## src/rtl/core/mlgm_pkg.sv

```systemverilog
// mlgm_pkg: shared types and constants of the midi learn gate mapper
// beat structs, scan token, register and state codes; no dependencies
`timescale 1ns / 1ps

package mlgm_pkg;

  localparam int unsigned MAX_GATES = 16;
  localparam int unsigned IDX_W     = (MAX_GATES > 1) ? $clog2(MAX_GATES) : 1;
  localparam int unsigned PTR_W     = $clog2(MAX_GATES + 1);

  typedef struct packed {
    logic       action;
    logic [4:0] midi_channel;
    logic [6:0] note_pitch;
  } in_beat_t;

  typedef struct packed {
    logic       gate_fire;
    logic [3:0] gate_index;
    logic       led_fire;
    logic       learning;
    logic [4:0] learn_position;
  } out_beat_t;

  typedef struct packed {
    logic [6:0] note;
    logic [4:0] chan;
  } entry_t;

  typedef struct packed {
    logic             live;
    logic             hit;
    logic [IDX_W-1:0] idx;
    logic [6:0]       note;
    logic [4:0]       chan;
  } scan_tok_t;

  typedef enum logic [0:0] {
    CFG_GATE_COUNT   = 1'b0,
    CFG_LED_SUPPRESS = 1'b1
  } cfg_reg_e;

  typedef enum logic [1:0] {
    ST_IDLE = 2'b01,
    ST_SCAN = 2'b10
  } state_e;

  localparam logic [0:0] ACT_NOTE_ON = 1'b0;

endpackage

```

## src/rtl/core/mlgm_cell.sv

```systemverilog
// mlgm_cell: one gate entry of the chain plus one stage of the match scan
// depends on mlgm_pkg
`timescale 1ns / 1ps

module mlgm_cell
  import mlgm_pkg::*;
(
  input  logic             clk_i,
  input  logic             rst_ni,
  input  logic [IDX_W-1:0] cell_idx_i,
  input  logic             in_range_i,
  input  logic             wr_en_i,
  input  entry_t           wr_entry_i,
  input  scan_tok_t        tok_i,
  output scan_tok_t        tok_o
);

  entry_t    entry_q;
  entry_t    entry_d;
  scan_tok_t tok_q;
  scan_tok_t tok_d;
  logic      match;

  assign entry_d = wr_en_i ? wr_entry_i : entry_q;

  assign match = tok_i.live && !tok_i.hit && in_range_i && (entry_q.chan != 5'd0) &&
                 (entry_q.note == tok_i.note) && (entry_q.chan == tok_i.chan);

  always_comb begin
    tok_d = tok_i;
    if (match) begin
      tok_d.hit = 1'b1;
      tok_d.idx = cell_idx_i;
    end
  end

  always_ff @(posedge clk_i or negedge rst_ni) begin
    if (!rst_ni) begin
      entry_q <= '0;
      tok_q   <= '0;
    end else begin
      entry_q <= entry_d;
      tok_q   <= tok_d;
    end
  end

  assign tok_o = tok_q;

endmodule

```

## src/rtl/core/midi_learn_gate_mapper_unit.sv

```systemverilog
// midi_learn_gate_mapper_unit: midi learn note to gate map, top level
// learn and start beats go straight to the output register; note-on match beats first walk the scan chain
// one beat in flight: a new beat is taken only once the last result has been taken at the output
// match time is set by the token walking the chain of MAX_GATES cells, one per cycle
// reset clears the whole table, learning, pointer, gate count 8, led suppress 0
// depends on mlgm_pkg and mlgm_cell
`timescale 1ns / 1ps

module midi_learn_gate_mapper_unit
  import mlgm_pkg::*;
(
  input  logic       clk_i,
  input  logic       rst_ni,
  input  logic       in_valid_i,
  output logic       in_ready_o,
  input  in_beat_t   in_data_i,
  output logic       out_valid_o,
  input  logic       out_ready_i,
  output out_beat_t  out_data_o,
  input  logic       cfg_we_i,
  input  logic [0:0] cfg_idx_i,
  input  logic [4:0] cfg_wdata_i
);

  state_e     state_q, state_d;
  logic [4:0] gate_count_q, gate_count_d;
  logic       led_suppress_q, led_suppress_d;
  logic       learn_q, learn_d;
  logic [PTR_W-1:0] ptr_q, ptr_d;
  logic       out_valid_q, out_valid_d;
  out_beat_t  out_q, out_d;

  logic [PTR_W-1:0] count;
  logic             accept;
  logic             learn_wr;
  entry_t           wr_entry;
  scan_tok_t        tok_start;
  scan_tok_t        tok [MAX_GATES+1];
  logic [31:0]      pos_w;
  logic [31:0]      idx_w;

  assign count = (32'(gate_count_q) > 32'(MAX_GATES)) ? PTR_W'(MAX_GATES)
                                                      : PTR_W'(gate_count_q);

  assign in_ready_o = (state_q == ST_IDLE) && !out_valid_q;
  assign accept     = in_valid_i && in_ready_o;

  assign learn_wr = accept && (in_data_i.action == ACT_NOTE_ON) && learn_q &&
                    (32'(ptr_q) < 32'(MAX_GATES));
  assign wr_entry = '{note: in_data_i.note_pitch, chan: in_data_i.midi_channel};

  always_comb begin
    tok_start      = '0;
    tok_start.live = accept && (in_data_i.action == ACT_NOTE_ON) && !learn_q;
    tok_start.note = in_data_i.note_pitch;
    tok_start.chan = in_data_i.midi_channel;
  end

  assign tok[0] = tok_start;

  for (genvar g = 0; g < MAX_GATES; g++) begin : g_cell
    mlgm_cell u_cell (
      .clk_i      (clk_i),
      .rst_ni     (rst_ni),
      .cell_idx_i (IDX_W'(g)),
      .in_range_i (32'(g) < 32'(count)),
      .wr_en_i    (learn_wr && (ptr_q == PTR_W'(g))),
      .wr_entry_i (wr_entry),
      .tok_i      (tok[g]),
      .tok_o      (tok[g+1])
    );
  end

  always_comb begin
    gate_count_d   = gate_count_q;
    led_suppress_d = led_suppress_q;
    if (cfg_we_i) begin
      unique case (cfg_reg_e'(cfg_idx_i))
        CFG_GATE_COUNT:   gate_count_d   = cfg_wdata_i;
        CFG_LED_SUPPRESS: led_suppress_d = cfg_wdata_i[0];
        default: ;
      endcase
    end
  end

  always_comb begin
    state_d     = state_q;
    learn_d     = learn_q;
    ptr_d       = ptr_q;
    out_valid_d = out_valid_q && !out_ready_i;
    out_d       = out_q;
    pos_w       = 32'(ptr_q);
    idx_w       = 32'(tok[MAX_GATES].idx);
    unique case (state_q)
      ST_IDLE: begin
        if (accept) begin
          if (in_data_i.action != ACT_NOTE_ON) begin
            learn_d = 1'b1;
            ptr_d   = '0;
          end else if (learn_q) begin
            if (32'(ptr_q) < 32'(MAX_GATES)) begin
              ptr_d = ptr_q + PTR_W'(1);
            end
            if ((ptr_d >= count) || (32'(ptr_d) >= 32'(MAX_GATES))) begin
              learn_d = 1'b0;
            end
          end
          if ((in_data_i.action != ACT_NOTE_ON) || learn_q) begin
            pos_w       = 32'(ptr_d);
            out_d       = '{gate_fire: 1'b0, gate_index: 4'd0, led_fire: 1'b0,
                            learning: learn_d, learn_position: pos_w[4:0]};
            out_valid_d = 1'b1;
          end else begin
            state_d = ST_SCAN;
          end
        end
      end
      ST_SCAN: begin
        if (tok[MAX_GATES].live) begin
          out_d.gate_fire      = tok[MAX_GATES].hit;
          out_d.gate_index     = tok[MAX_GATES].hit ? idx_w[3:0] : 4'd0;
          out_d.led_fire       = tok[MAX_GATES].hit && !led_suppress_q;
          out_d.learning       = learn_q;
          out_d.learn_position = pos_w[4:0];
          out_valid_d          = 1'b1;
          state_d              = ST_IDLE;
        end
      end
      default: state_d = ST_IDLE;
    endcase
  end

  always_ff @(posedge clk_i or negedge rst_ni) begin
    if (!rst_ni) begin
      state_q        <= ST_IDLE;
      gate_count_q   <= 5'd8;
      led_suppress_q <= 1'b0;
      learn_q        <= 1'b0;
      ptr_q          <= '0;
      out_valid_q    <= 1'b0;
    end else begin
      state_q        <= state_d;
      gate_count_q   <= gate_count_d;
      led_suppress_q <= led_suppress_d;
      learn_q        <= learn_d;
      ptr_q          <= ptr_d;
      out_valid_q    <= out_valid_d;
    end
  end

  always_ff @(posedge clk_i) begin
    out_q <= out_d;
  end

  assign out_valid_o = out_valid_q;
  assign out_data_o  = out_q;

endmodule

```

## config.mk

```make
export PLATFORM = sky130hd
export DESIGN_NAME = midi_learn_gate_mapper_unit
export DESIGN_NICKNAME = d
export VERILOG_FILES = /design/src/rtl/core/mlgm_pkg.sv /design/src/rtl/core/mlgm_cell.sv /design/src/rtl/core/midi_learn_gate_mapper_unit.sv
export SDC_FILE = /design/constraint.sdc
export NUM_CORES = 1
export LEC_CHECK = 0
export ABC_AREA = 1
export BUFFER_PORTS_ARGS = -buffer_cell sky130_fd_sc_hd__clkbuf_2
export CELL_PAD_IN_SITES_DETAIL_PLACEMENT = 2
export CELL_PAD_IN_SITES_GLOBAL_PLACEMENT = 2
export CORE_MARGIN = 2
export CORE_UTILIZATION = 44
export DETAILED_ROUTE_END_ITERATION = 8
export PLACE_DENSITY = 0.9
export SLEW_MARGIN = 20
export SYNTH_ARGS = -nofsm -noshare
export SYNTH_HDL_FRONTEND = slang
export SYNTH_SLANG_ARGS = --single-unit
```

## constraint.sdc

```tcl
create_clock -name clk_i -period 6.12 [get_ports clk_i]
set_input_delay 0.306 -clock clk_i [delete_from_list [all_inputs] [get_ports clk_i]]
set_output_delay 0.306 -clock clk_i [all_outputs]
set_load 0.02 [all_outputs]
```

==> out/results.md <==
| Metric | This run |
|---|---|
| Initial Util | 44.8% |
| Via-to-Cell Ratio | 6.04 |
| Cell taking the most area after synthesis | sky130_fd_sc_hd__dfrtp_1 |
| Area of combinational cells with multiple inputs | 0.00609 mm2 |
| Number of fillers in the final layout | 4,386 |
| Antenna viol nets, final | 0 |
| Largest net degree at the start of global routing | 181 |
| Seq. cell area | 0.0121 mm2 |
| Largest cells by area after synthesis | sky130_fd_sc_hd__dfrtp_1 (60%), sky130_fd_sc_hd__nand2_1 (9.4%), sky130_fd_sc_hd__o21ai_0 (5.7%) |
| Cell internal power dissipation | 5.32 mW |
| Number of setup violations in the final report | 0 |
| Maximum resistive drop on vdd | 230 uV |
| Biggest fanout along the worst timing path | 24 |
| Row cnt | 76 |
| Classification of the worst-slack hold path | in -> reg |
| Slew margin rel. | 16.5% |
| Reg-to-reg setup timing slack | 2.50 ns |
| Number of antenna violations at the first check in global routing | 2 |
| Switching part of the total | 25.9% |
| TritonCTS Buffers | 51 |
| Max-capacitance violation count | 0 |
| Synthesized Nets | 2,042 |
| Period minus WS final | 3.62 ns |
| Arrival time at the worst endpoint | 4.07 ns |
| Overall routed net length | 89.3 mm |
| Fraction of synthesized cell area taken by the top area cell type | 60.2% |
| DR DRC count | 0 |
| Skew final | 0.0282 ns |
| Cell Pwr Density | 324 mW/mm2 |
| TritonCTS clock tree | yes |
| Setup crit start kind | flip-flop |
| Antenna fix cells | 0 |
| Run status | finished, final reports clean |
| Number of synthesized register bits | 480 |
| Violation count after the first detailed-route iteration | 1,563 |
| Router iterations before antenna repair | 5 |
| Sw power | 1.86 mW |
| Gpl congestion | 0.875 |
| Die Span X | 214 um |
| CP Capture Type | flip-flop |
| Total gr overflow | 0 |
| Sequential element share of the synthesized area | 62.3% |
| Num ports | 38 |
| Setup repair after global routing missed its margin | no |
| Share of layout cells above drive strength 1 | 8.62% |
| Number of warning messages in the yosys log | 0 |
| Buffers on Ports | 37 |
| Worst Setup Path Type | reg -> reg |
| H-tree depth | 2 |
| Maximum clock frequency | 276 MHz |
| Avg WL per Cell | 33.0 um |
| Cell leakage power | 10.5 nW |
| Summed negative setup slack over all endpoints | 0 ns |
| Combined global-route utilization of all metal layers | 40.4% |
| Source-to-sink clock delay at the later pin of the worst-skew pair | 0.64 ns |
| Comb power frac | 4.6% |
| Global-route wire length before repair | 132 mm |
| Hold violation total from the final report | 0 |
| Max-slew violation total from the final report | 0 |
| Sequential share of power | 46.5% |
| Area of the mapped netlist | 0.0194 mm2 |
| Yosys cell types | 41 |
| Count of hold buffers inserted by post-cts repair | 20 |
| Signed area change from the synthesized netlist to the final layout | 14.3% |
| Hold Worst Slack | 0.0504 ns |
| Power consumption | 7.18 mW |
| Post-CTS Setup Bufs | 0 |
| Synthesized area per cell | 9.65 um2 |
| Sinks on Clock Net | 480 |
| Share of total power in the clock network | 49.0% |
| Final HPWL from detailed placement | 46.0 mm |
| Slew @ Worst Pin | 1.24 ns |
| Number of enable flip-flop cells after synthesis | 12 |
| DR vias | 16,400 |
| Gates resized, CTS repair | 0 |
| Via count of the first global-routing pass | 19,100 |
| Min setup slack post-route | 2.50 ns |
| Die height | 214 um |
| Cells after Synth | 2,007 |
| Final worst-path cycle share | 59.2% |
| Total die area | 0.0457 mm2 |
| Number of buffers on the longest clock path | 3 |
| Worst path required time | 6.57 ns |
| Core region area | 0.0433 mm2 |
| Fraction of registers with async set or reset after synthesis | 97.5% |
| NumNets Final | 2,117 |
| Clock Root Buffer | sky130_fd_sc_hd__clkbuf_16 |
| Clk pin slew, worst setup/hold paths | 0.07 ns |
| Synth Flop Type | sky130_fd_sc_hd__dfrtp_1 |
| Setup WS pre-CTS | 3.06 ns |
==> worst paths after layout <==
path / to / cells after the start / start
setup / recovery: g_cell[12].u_cell.entry_q[9] / 8 / state_q[0]
hold / removal: gate_count_q[0] / 3 / cfg_wdata_i[0]
setup reg to reg: g_cell[12].u_cell.entry_q[9] / 8 / state_q[0]
hold reg to reg: g_cell[2].u_cell.tok_o[7] / 0 / g_cell[1].u_cell.tok_o[7]
max in group asynchronous: g_cell[1].u_cell.tok_o[4] / 3 / rst_ni
min in group asynchronous: g_cell[15].u_cell.entry_q[2] / 2 / rst_ni
==> metal layers <==
layer / wire (um) / share of wire [%] / GRT usage [%]
met3: 6020 / 6.7 / 8.95
met2: 44300 / 50 / 68.7
met1: 32300 / 36 / 45.7
met4: 6610 / 7.4 / 27.3
met5: 13 / 0.015 / 0
==> final cells by class <==
type                            instances  area share (%)
Multi-Input combinational cell       1228            27.5
Inverter                              253            4.29
Clock buffer                           79            6.97
Tap cell                              585            3.31
Timing Repair Buffer                   68            2.27
Clock inverter                         16            1.14
Sequential cell                       480            54.5
==> registers in the layout, indices dropped and copies added (netlist names) <==
register and count:
out_valid_o 1, out_data_o 12, state_q 2, g_cell.u_cell.tok_o 261, led_suppress_q 1, ptr_q 5
gate_count_q 5, learn_q 1, g_cell.u_cell.entry_q 192
==> cells in the mapped netlist, types with 9 or more instances <==
| library cell | number |
|---|---|
| sky130_fd_sc_hd__a21oi_1 | 15 |
| sky130_fd_sc_hd__buf_2 | 9 |
| sky130_fd_sc_hd__clkbuf_1 | 20 |
| sky130_fd_sc_hd__dfrtp_1 | 466 |
| sky130_fd_sc_hd__edfxtp_1 | 12 |
| sky130_fd_sc_hd__ha_1 | 11 |
| sky130_fd_sc_hd__inv_1 | 252 |
| sky130_fd_sc_hd__nand2_1 | 487 |
| sky130_fd_sc_hd__nand3_1 | 61 |
| sky130_fd_sc_hd__nand3_4 | 10 |
| sky130_fd_sc_hd__nand4_1 | 44 |
| sky130_fd_sc_hd__nor2_1 | 171 |
| sky130_fd_sc_hd__nor3_1 | 23 |
| sky130_fd_sc_hd__o21ai_0 | 221 |
| sky130_fd_sc_hd__o21ai_1 | 13 |
| sky130_fd_sc_hd__o22ai_1 | 11 |
| sky130_fd_sc_hd__or2_2 | 36 |
| sky130_fd_sc_hd__xnor2_1 | 68 |
| sky130_fd_sc_hd__xor2_1 | 25 |
==> stage by stage <==
stage                     cell area [um2]  instances  util [%]
after CTS                           22100       2709      51.2
after detailed placement            20100       2594      46.6
after global routing                22100       2709      51.2
after global placement              20100       2594      46.6
final                               22100       2709      51.2
after floorplan                     19400       2007         -
==> layout by cell type (no fill, tap or decap), types with 10 or more instances in the layout <==
cell type and n:
sky130_fd_sc_hd__xor2_1 25, sky130_fd_sc_hd__clkbuf_16 53, sky130_fd_sc_hd__xnor2_1 68, sky130_fd_sc_hd__o21ai_0 221, sky130_fd_sc_hd__ha_1 11, sky130_fd_sc_hd__o22ai_1 11
sky130_fd_sc_hd__nand3_4 10, sky130_fd_sc_hd__a21oi_1 14, sky130_fd_sc_hd__inv_1 251, sky130_fd_sc_hd__nand2_1 487, sky130_fd_sc_hd__clkbuf_8 12, sky130_fd_sc_hd__nor2_1 171
sky130_fd_sc_hd__dfrtp_1 466, sky130_fd_sc_hd__dlygate4sd3_1 20, sky130_fd_sc_hd__o21ai_1 13, sky130_fd_sc_hd__clkbuf_2 36, sky130_fd_sc_hd__nand4_1 44, sky130_fd_sc_hd__edfxtp_1 12
sky130_fd_sc_hd__or2_2 36, sky130_fd_sc_hd__nand3_1 61, sky130_fd_sc_hd__nor3_1 23, sky130_fd_sc_hd__clkbuf_1 14
==> critical path, cell delays in order (launching register included) <==
cell	delay, ns
sky130_fd_sc_hd__dfstp_2	0.55
sky130_fd_sc_hd__ha_1	0.29
sky130_fd_sc_hd__inv_2	0.10
sky130_fd_sc_hd__nor2_4	0.12
sky130_fd_sc_hd__nand2_4	0.11
sky130_fd_sc_hd__nor3_4	0.15
sky130_fd_sc_hd__buf_4	0.44
sky130_fd_sc_hd__nand3_1	0.81
sky130_fd_sc_hd__o21ai_0	0.86
==> power groups by stage <==
stage	combinational (mW)	sequential, mW	clock (mW)
after floorplan	0.118	3.34	0
after global placement	0.257	3.37	0
after detailed placement	0.280	3.38	0
after CTS	0.315	3.33	3.50
after global routing	0.348	3.34	3.63
final	0.328	3.34	3.52
==> logic make-up after synthesis <==
logic type	count (synthesis)	share of synthesized area [%]
and+or+nand+nor	849	19.1
buffers and inverters	299	6.27
xor gates and xnor gates	93	4.21
AOI/OAI and AO/OA	275	7.38
adders and majority gates	11	0.711
DFF	480	62.3
Power figures use the tool's default switching activity.
